File: src/rtl/core/gal_pkg.sv
package gal_pkg;

	localparam int VERTEX_W    = 5;
	localparam int COUNT_W     = 6;
	localparam int STATUS_W    = 2;
	localparam int MAX_RESULTS = 64;
	localparam int RESULT_CW   = $clog2(MAX_RESULTS);

	typedef logic [VERTEX_W-1:0] vertex_t;
	typedef logic [COUNT_W-1:0]  count_t;

	typedef enum logic [STATUS_W-1:0] {
		ST_OK    = 2'd0,
		ST_RANGE = 2'd1,
		ST_FULL  = 2'd2,
		ST_EMPTY = 2'd3
	} status_t;

	typedef enum logic {
		KIND_INSERT = 1'b0,
		KIND_QUERY  = 1'b1
	} kind_t;

endpackage

File: src/rtl/core/gal_ifs.sv
interface gal_req_if
	import gal_pkg::*;
();
	logic    valid;
	logic    ready;
	kind_t   kind;
	vertex_t from_vertex;
	vertex_t to_vertex;

	modport source (output valid, output kind, output from_vertex, output to_vertex,
		input ready);
	modport sink (input valid, input kind, input from_vertex, input to_vertex,
		output ready);
endinterface

interface gal_rsp_if
	import gal_pkg::*;
();
	logic    valid;
	logic    ready;
	status_t status;
	vertex_t neighbor;
	logic    last;

	modport source (output valid, output status, output neighbor, output last,
		input ready);
	modport sink (input valid, input status, input neighbor, input last,
		output ready);
endinterface

interface gal_cfg_if
	import gal_pkg::*;
();
	logic   valid;
	logic   ready;
	count_t vertex_count;

	modport source (output valid, output vertex_count, input ready);
	modport sink (input valid, input vertex_count, output ready);
endinterface

File: src/rtl/core/gal_ram.sv
module gal_ram #(
	parameter int WIDTH = 8,
	parameter int DEPTH = 32,
	localparam int AW = (DEPTH > 1) ? $clog2(DEPTH) : 1
) (
	input  logic             clk,
	input  logic             we,
	input  logic [AW-1:0]    waddr,
	input  logic [WIDTH-1:0] wdata,
	input  logic [AW-1:0]    raddr,
	output logic [WIDTH-1:0] rdata
);

	logic [WIDTH-1:0] mem_q [DEPTH];
	logic [WIDTH-1:0] rdata_q;

	always_ff @(posedge clk) begin
		if (we) begin
			mem_q[waddr] <= wdata;
		end
		rdata_q <= mem_q[raddr];
	end

	assign rdata = rdata_q;

endmodule

File: src/rtl/core/graph_adjacency_list_store.sv
// Channel  Modport  Payload                              Transaction when
// req      sink     kind, from_vertex, to_vertex          req.valid && req.ready
// rsp      source   status, neighbor, last                rsp.valid && rsp.ready
// cfg      sink     vertex_count                          cfg.valid && cfg.ready
//
// An insert, a rejected query or a query of an empty list reads the list head, then
// updates the memories (inserts only) and loads the result register.
// A query walks its list one node per cycle while the result register is free, through
// the edge memory read port, and returns at most 64 neighbors.
// A full result register holds the head stage and the walk in place until rsp takes it.
// Reset clears the list heads through per-vertex valid flags; no clearing pass runs.
module graph_adjacency_list_store
	import gal_pkg::*;
#(
	parameter int MAX_VERTICES = 32,
	parameter int EDGE_SLOTS   = 64
) (
	input logic      clk,
	input logic      arst_n,
	gal_req_if.sink   req,
	gal_rsp_if.source rsp,
	gal_cfg_if.sink   cfg
);

	localparam int VW = $clog2(MAX_VERTICES);
	localparam int AW = $clog2(EDGE_SLOTS);
	localparam int SW = $clog2(EDGE_SLOTS + 1);
	localparam int EW = VERTEX_W + SW;

	typedef enum logic [2:0] {
		S_IDLE = 3'b001,
		S_HEAD = 3'b010,
		S_WALK = 3'b100
	} state_t;

	state_t               state_q;
	count_t               vertex_count_q;
	logic [SW-1:0]        free_q;
	logic [MAX_VERTICES-1:0] hvld_q;
	kind_t                kind_q;
	logic [VW-1:0]        from_idx_q;
	vertex_t              to_q;
	logic                 ok_q;
	logic [AW-1:0]        cur_q;
	logic [RESULT_CW-1:0] cnt_q;

	logic                 out_vld_q;
	status_t              out_status_q;
	vertex_t              out_nb_q;
	logic                 out_last_q;

	logic                 accept;
	logic                 out_free;
	logic                 from_ok;
	logic                 to_ok;
	logic [VW-1:0]        req_idx;
	logic [VW-1:0]        head_raddr;
	logic [SW-1:0]        head_rdata;
	logic [SW-1:0]        head;
	logic                 head_we;
	logic [SW-1:0]        head_wdata;
	logic                 edge_we;
	logic [AW-1:0]        edge_waddr;
	logic [EW-1:0]        edge_wdata;
	logic [AW-1:0]        edge_raddr;
	logic [EW-1:0]        edge_rdata;
	vertex_t              edge_target;
	logic [SW-1:0]        edge_next;
	logic                 pool_full;
	logic                 walk_last;
	logic                 emit;
	status_t              emit_status;
	vertex_t              emit_nb;
	logic                 emit_last;
	state_t               state_d;

	assign accept    = req.valid && req.ready;
	assign req.ready = (state_q == S_IDLE);
	assign cfg.ready = 1'b1;
	assign out_free  = !out_vld_q || rsp.ready;

	assign from_ok = ({1'b0, req.from_vertex} < vertex_count_q)
		&& (32'(req.from_vertex) < MAX_VERTICES);
	assign to_ok   = ({1'b0, req.to_vertex} < vertex_count_q)
		&& (32'(req.to_vertex) < MAX_VERTICES);
	assign req_idx = VW'(req.from_vertex);

	assign head_raddr = (state_q == S_IDLE) ? req_idx : from_idx_q;
	assign head       = (ok_q && hvld_q[from_idx_q]) ? head_rdata : '0;
	assign pool_full  = (free_q == SW'(EDGE_SLOTS));

	assign edge_target = edge_rdata[EW-1:SW];
	assign edge_next   = edge_rdata[SW-1:0];
	assign walk_last   = (edge_next == '0) || (cnt_q == RESULT_CW'(MAX_RESULTS - 1));

	assign head_we    = (state_q == S_HEAD) && out_free && (kind_q == KIND_INSERT)
		&& ok_q && !pool_full;
	assign head_wdata = free_q + SW'(1);
	assign edge_we    = head_we;
	assign edge_waddr = AW'(free_q);
	assign edge_wdata = {to_q, head};

	always_comb begin
		edge_raddr  = cur_q;
		emit        = 1'b0;
		emit_status = ST_OK;
		emit_nb     = '0;
		emit_last   = 1'b1;
		state_d     = state_q;
		unique case (state_q)
			S_IDLE: begin
				if (accept) begin
					state_d = S_HEAD;
				end
			end
			S_HEAD: begin
				edge_raddr = AW'(head - SW'(1));
				if (out_free) begin
					emit    = 1'b1;
					state_d = S_IDLE;
					if (!ok_q) begin
						emit_status = ST_RANGE;
					end else if (kind_q == KIND_INSERT) begin
						emit_status = pool_full ? ST_FULL : ST_OK;
					end else if (head == '0) begin
						emit_status = ST_EMPTY;
					end else begin
						emit    = 1'b0;
						state_d = S_WALK;
					end
				end
			end
			S_WALK: begin
				if (out_free) begin
					emit      = 1'b1;
					emit_nb   = edge_target;
					emit_last = walk_last;
					if (walk_last) begin
						state_d = S_IDLE;
					end else begin
						edge_raddr = AW'(edge_next - SW'(1));
					end
				end
			end
			default: begin
				state_d = S_IDLE;
			end
		endcase
	end

	always_ff @(posedge clk or negedge arst_n) begin
		if (!arst_n) begin
			state_q        <= S_IDLE;
			vertex_count_q <= '0;
			free_q         <= '0;
			hvld_q         <= '0;
			out_vld_q      <= 1'b0;
		end else begin
			state_q <= state_d;
			if (cfg.valid && cfg.ready) begin
				vertex_count_q <= cfg.vertex_count;
			end
			if (head_we) begin
				free_q             <= free_q + SW'(1);
				hvld_q[from_idx_q] <= 1'b1;
			end
			out_vld_q <= emit || (out_vld_q && !rsp.ready);
		end
	end

	always_ff @(posedge clk) begin
		if (accept) begin
			kind_q     <= req.kind;
			from_idx_q <= req_idx;
			to_q       <= req.to_vertex;
			ok_q       <= from_ok && ((req.kind == KIND_QUERY) || to_ok);
		end
		if (state_q == S_HEAD) begin
			cnt_q <= '0;
			cur_q <= edge_raddr;
		end else if (state_q == S_WALK && emit && !walk_last) begin
			cnt_q <= cnt_q + RESULT_CW'(1);
			cur_q <= edge_raddr;
		end
		if (emit) begin
			out_status_q <= emit_status;
			out_nb_q     <= emit_nb;
			out_last_q   <= emit_last;
		end
	end

	assign rsp.valid    = out_vld_q;
	assign rsp.status   = out_status_q;
	assign rsp.neighbor = out_nb_q;
	assign rsp.last     = out_last_q;

	gal_ram #(
		.WIDTH(SW),
		.DEPTH(MAX_VERTICES)
	) u_head_ram (
		.clk  (clk),
		.we   (head_we),
		.waddr(from_idx_q),
		.wdata(head_wdata),
		.raddr(head_raddr),
		.rdata(head_rdata)
	);

	gal_ram #(
		.WIDTH(EW),
		.DEPTH(EDGE_SLOTS)
	) u_edge_ram (
		.clk  (clk),
		.we   (edge_we),
		.waddr(edge_waddr),
		.wdata(edge_wdata),
		.raddr(edge_raddr),
		.rdata(edge_rdata)
	);

	a_fail_is_last: assert property (@(posedge clk) disable iff (!arst_n)
		(rsp.valid && rsp.status != ST_OK) |-> rsp.last)
		else $error("non-ok result without last");

	a_pool_bound: assert property (@(posedge clk) disable iff (!arst_n)
		32'(free_q) <= EDGE_SLOTS)
		else $error("edge pool count beyond pool size");

	a_no_write_full: assert property (@(posedge clk) disable iff (!arst_n)
		head_we |-> !pool_full)
		else $error("edge insert into full pool");

	a_accept_to_head: assert property (@(posedge clk) disable iff (!arst_n)
		accept |=> (state_q == S_HEAD))
		else $error("accepted transaction did not reach the head stage");

endmodule

File: src/flat_wrapper.sv
// flat-port wrapper written by rule: the top's interface ports become plain ports
module graph_adjacency_list_store_flat import gal_pkg::*;
#(
	parameter int MAX_VERTICES = 32,
	parameter int EDGE_SLOTS   = 64
)
  (clk, arst_n, req_valid, req_kind, req_from_vertex, req_to_vertex, req_ready, rsp_valid, rsp_status, rsp_neighbor, rsp_last, rsp_ready, cfg_valid, cfg_vertex_count, cfg_ready);
  gal_req_if req_i ();
  gal_rsp_if rsp_i ();
  gal_cfg_if cfg_i ();
  input logic clk;
  input logic arst_n;
  input wire logic [$bits(req_i.valid)-1:0] req_valid;
  input wire logic [$bits(req_i.kind)-1:0] req_kind;
  input wire logic [$bits(req_i.from_vertex)-1:0] req_from_vertex;
  input wire logic [$bits(req_i.to_vertex)-1:0] req_to_vertex;
  output wire logic [$bits(req_i.ready)-1:0] req_ready;
  output wire logic [$bits(rsp_i.valid)-1:0] rsp_valid;
  output wire logic [$bits(rsp_i.status)-1:0] rsp_status;
  output wire logic [$bits(rsp_i.neighbor)-1:0] rsp_neighbor;
  output wire logic [$bits(rsp_i.last)-1:0] rsp_last;
  input wire logic [$bits(rsp_i.ready)-1:0] rsp_ready;
  input wire logic [$bits(cfg_i.valid)-1:0] cfg_valid;
  input wire logic [$bits(cfg_i.vertex_count)-1:0] cfg_vertex_count;
  output wire logic [$bits(cfg_i.ready)-1:0] cfg_ready;
  assign req_i.valid = req_valid;
  assign req_i.kind = req_kind;
  assign req_i.from_vertex = req_from_vertex;
  assign req_i.to_vertex = req_to_vertex;
  assign req_ready = req_i.ready;
  assign rsp_valid = rsp_i.valid;
  assign rsp_status = rsp_i.status;
  assign rsp_neighbor = rsp_i.neighbor;
  assign rsp_last = rsp_i.last;
  assign rsp_i.ready = rsp_ready;
  assign cfg_i.valid = cfg_valid;
  assign cfg_i.vertex_count = cfg_vertex_count;
  assign cfg_ready = cfg_i.ready;
  graph_adjacency_list_store #(.MAX_VERTICES(MAX_VERTICES), .EDGE_SLOTS(EDGE_SLOTS)) u_core (.clk(clk), .arst_n(arst_n), .req(req_i), .rsp(rsp_i), .cfg(cfg_i));
endmodule
File: config.mk
export PLATFORM = sky130hd
export DESIGN_NAME = graph_adjacency_list_store_flat
export DESIGN_NICKNAME = d
export VERILOG_FILES = /design/src/rtl/core/gal_pkg.sv /design/src/rtl/core/gal_ifs.sv /design/src/rtl/core/gal_ram.sv /design/src/rtl/core/graph_adjacency_list_store.sv /design/src/flat_wrapper.sv
export SDC_FILE = /design/constraint.sdc
export NUM_CORES = 1
export LEC_CHECK = 0
export BUFFER_PORTS_ARGS = -buffer_cell sky130_fd_sc_hd__buf_2
export CAP_MARGIN = 25
export CORE_UTILIZATION = 35
export DETAILED_ROUTE_END_ITERATION = 6
export GPL_ROUTABILITY_DRIVEN = 0
export PLACE_DENSITY_LB_ADDON = 0.08
export RECOVER_POWER = 100
export SYNTH_ARGS = -nofsm -noshare
export SYNTH_HDL_FRONTEND = slang
export SYNTH_SLANG_ARGS = --single-unit
File: constraint.sdc
create_clock -name clk -period 4.6 [get_ports clk]
set_input_delay 0.23 -clock clk [delete_from_list [all_inputs] [get_ports clk]]
set_output_delay 0.23 -clock clk [all_outputs]
set_load 0.05 [all_outputs]
==> summary.txt <==
Run status
  • Status: finished, violations left
  • Failing checks: capacitance limit, slew limit

Pwr
  • Sw power: 7840 µW
  • Pwr dens: 509 mW/mm²
  • Overall Power: 26800 µW
  • Internal: 19000 µW
  • Pleak: 0.0186 µW
  • Worst VDD drop: 330 µV
  • Sw frac: 29.2%
  • Sequential share of power: 44.2%
  • Combinational Power Share: 20.4%
  • Clock Power Share: 35.3%

Timing
  • Min cycle time layout: 4510 ps
  • Clock Skew: 57.6 ps
  • RSZ-0062 raised after global routing: yes
  • Worst-Margin Slew: 3930 ps
  • Max_slew headroom: -162%
  • Ratio of final minimum period to clock period: 98.1%
  • Max Freq: 222 MHz
  • Setup TNS: 0 ps
  • Final Setup Violations: 0
  • Final hold slack: 289 ps
  • Final Hold Vio Count: 0
  • Final Max Tran Viols: 413

Die
  • Die Y: 357 µm
  • Initial core utilization: 35.5%
  • Core Area: 0.124 mm²
  • I/O Pins: 33
  • Die width: 357 µm
  • DIE AREA: 0.127 mm²
  • Num rows: 129

Global route
  • Global-route wire length before repair: 183000 µm
  • Number of global-route vias before repair: 26884
  • GRT Total Usage: 19.6%
  • Congestion Overflow GR: 0
  • Largest net degree at the start of global routing: 113
  • Initial antenna violation count: 5

Logic synthesis
  • Mean Syn Cell Area: 14.2 µm²
  • Post-synthesis cell count: 3105
  • Netlist cell types: 74
  • Main synth FF type: edfxtp_1
  • Mapped Area: 0.0441 mm²
  • Synth cell count leaders: edfxtp_1 (1018), nand2_1 (665), nand3_1 (155)
  • Share of the synthesized area in the top cell type: 69.3%
  • Register area share after synthesis: 73.2%
  • Synthesized Nets: 3141
  • FFs w/ async S/R, synth: 4.49%
  • Cell taking the most area after synthesis: edfxtp_1
  • Area contributors post-synth: edfxtp_1 (69%), nand2_1 (5.7%), mux2i_1 (3.4%)
  • #FFs+latches synth: 1092
  • Most common cell in the netlist: edfxtp_1
  • Post-synth EDFFs: 1018
  • Yosys warns: 0

Setup path
  • R2r endpoint: u_core.u_edge_ram.rdata[10]$_DFF_P_
  • Critical Path RT: 5230 ps
  • Worst r2r src: u_core.from_idx_q[0]$_DFFE_PP_
  • CP Capture Type: flop
  • Max FO, Critical Path: 13
  • CP Launch Type: flop
  • R2r setup slk: 90 ps
  • Crit path launch: u_core.from_idx_q[0]$_DFFE_PP_
  • WS Path Type: flop to flop
  • Crit path DAT: 5140 ps
  • Largest stage delay, worst path: 530 ps
  • Worst reg2reg path depth: 20
  • Crit path cell chain: mux4_2 > nor2b_4 > a221o_1 > o31a_1 > nand2_1 > ha_1 > inv_1 > a32o_2 > a21oi_4 > buf_6 > clkinv_8 > buf_12 > buf_4 > nand2_1 > and3_1 > a31oi_1 > buf_4 > a211oi_1 > o31ai_4 > o31a_1
  • CP endpoint: u_core.u_edge_ram.rdata[10]$_DFF_P_
  • Slowest CP cell: mux4_2

Detailed routing
  • Via Count: 26886
  • Routed Antenna Nets: 0
  • First DRT Iteration DRCs: 2396
  • Drc violations: 0
  • Vias/cell: 5.24
  • Routed WL per cell: 24.6 µm
  • DRT Pass-1 Iters: 5
  • Final wirelength: 126000 µm

CTS
  • Clock Latency Late Sink: 740 ps
  • H-tree levels: 3
  • Clock buffer count from CTS: 121
  • CTS sink cnt: 1092
  • Reg clk slew, reported paths: 60 ps
  • CTS Buffer Depth: 3
  • Root Buffer: clkbuf_16
  • CTS tree: built

Place
  • Port Buf Inserts: 31
  • Post-detail-place hpwl: 77900 µm

Job
  • Max-Cap Viols: 8

Worst hold path
  • Hold Path Depth: 2
  • Worst Hold Class: primary input to flop
  • Origin of the worst min-delay path: req_to_vertex[0]

Finish
  • Util after Layout: 42.3%
  • Fraction of layout cells with a size suffix above 1: 17.6%
  • Area delta synth->final: 19.4%
  • FILL cells: 11339
  • Ant. Diodes: 0
  • Layout Nets: 3426
[power by group through the flow]
stage	Combinational, µW	Sequential [µW]	Clock (µW)
CTS	5400	11800	9720
detailed placement	5350	12000	0
global placement	5300	12000	0
finish	5490	11900	9480
global route	5910	11900	10100
floorplan	2880	12000	0
[how the worst min path moves through the flow]
| stage | slack [ps] | to |
|---|---|---|
| 4_1_cts | 140 | u_core.vertex_count_q[5]$_DFFE_PN0P_ |
| 6_report | 290 | u_core.to_q[0]$_DFFE_PP_ |
| 5_1_grt | 270 | u_core.to_q[4]$_DFFE_PP_ |
| 3_5_place_dp | 410 | u_core.vertex_count_q[4]$_DFFE_PN0P_ |
| 2_1_floorplan | -70 | u_core.free_q[0]$_DFFE_PN0P_ |
| 3_3_place_gp | 410 | u_core.vertex_count_q[4]$_DFFE_PN0P_ |
[cell families after synthesis]
group                    synth area share [%]
XOR/XNOR                                0.437
buffers and inverters                    2.17
other                                 0.00850
AND/OR/NAND/NOR                          11.9
flip-flops                               73.2
adder cells (fa/ha/maj)                 0.397
multiplexers                             5.11
AO/OA/AOI/OAI                            6.79
[timing repair]
action                                  in CTS  in global routing
buffers inserted                             0                 21
hold buffers                                31                  0
gates cloned                                 0                  4
endpoints found under the hold margin       68                  0
resized for setup                            4                 49
endpoints found under the setup margin       4                 12
pin swaps                                    0                 16
[metrics by stage]
stage / instance area, µm² / setup slack (ps) / cells
final: 52700 / 88.0 / 5135
after global routing: 52700 / -103 / 5135
after CTS: 52300 / -1.83 / 5113
after detailed placement: 48000 / -43.2 / 4851
after global placement: 48000 / -27.9 / 4846
after floorplan: 44100 / 421 / 3105
[routing by layer]
metal	vias up	track usage [%]	part of all wire [%]
li1	12285	-	-
met1	13757	27.1	45
met2	666	31.4	47
met3	178	3.75	5.2
met4	0	5.91	2.5
met5	-	0	0
[registers in the layout, indices dropped and copies added (netlist names)]
| register | flops |
|---|---|
| u_core.rsp.neighbor | 5 |
| u_core.cnt_q | 6 |
| u_core.ok_q | 1 |
| u_core.u_head_ram.mem_q | 224 |
| u_core.kind_q | 1 |
| u_core.vertex_count_q | 6 |
| u_core.cur_q | 6 |
| u_core.u_edge_ram.mem_q | 768 |
| u_core.rsp.last | 1 |
| u_core.from_idx_q | 5 |
| u_core.state_q | 3 |
| u_core.u_head_ram.rdata | 7 |
| u_core.to_q | 5 |
| u_core.rsp.status | 2 |
| u_core.hvld_q | 32 |
| u_core.u_edge_ram.rdata | 12 |
| u_core.free_q | 7 |
| u_core.rsp.valid | 1 |
[cell usage in the layout, fill, tap and decap left out, types with 13 or more instances in the layout]
cell,count
a211oi_1,81
a21oi_1,35
a311o_1,34
a311oi_1,87
a31oi_1,47
and2_1,56
and3_1,71
buf_12,30
buf_2,15
buf_4,247
clkbuf_1,51
clkbuf_16,124
clkinv_1,24
clkinv_2,30
dfrtp_1,48
dfxtp_1,25
dlygate4sd3_1,31
edfxtp_1,1018
ha_1,14
inv_1,20
mux2i_1,143
mux4_2,18
nand2_1,663
nand2b_1,13
nand3_1,151
nor2_1,123
o21ai_0,16
or2_2,37
[final cells by class]
| class | instances | area [µm²] | area share [%] |
|---|---|---|---|
| Multi-Input combinational cell | 1789 | 11200 | 21.2 |
| Clock buffer | 154 | 3220 | 6.12 |
| Inverter | 25 | 111 | 0.211 |
| Timing Repair Buffer | 359 | 3110 | 5.91 |
| Timing Repair inverter | 2 | 25.0 | 0.0475 |
| Sequential cell | 1092 | 32300 | 61.3 |
| Clock inverter | 77 | 689 | 1.31 |
| Tap cell | 1637 | 2050 | 3.89 |
[critical path, delay by kind of cell (launching register included)]
kind                     cells  cell delay [ps]
AO/OA/AOI/OAI                8             2000
adder cells (fa/ha/maj)      1              130
buffers and inverters        6              820
flip-flops                   1              460
multiplexers                 1              530
AND/OR/NAND/NOR              4              440
Note: power is estimated with default switching activity, not from simulation.
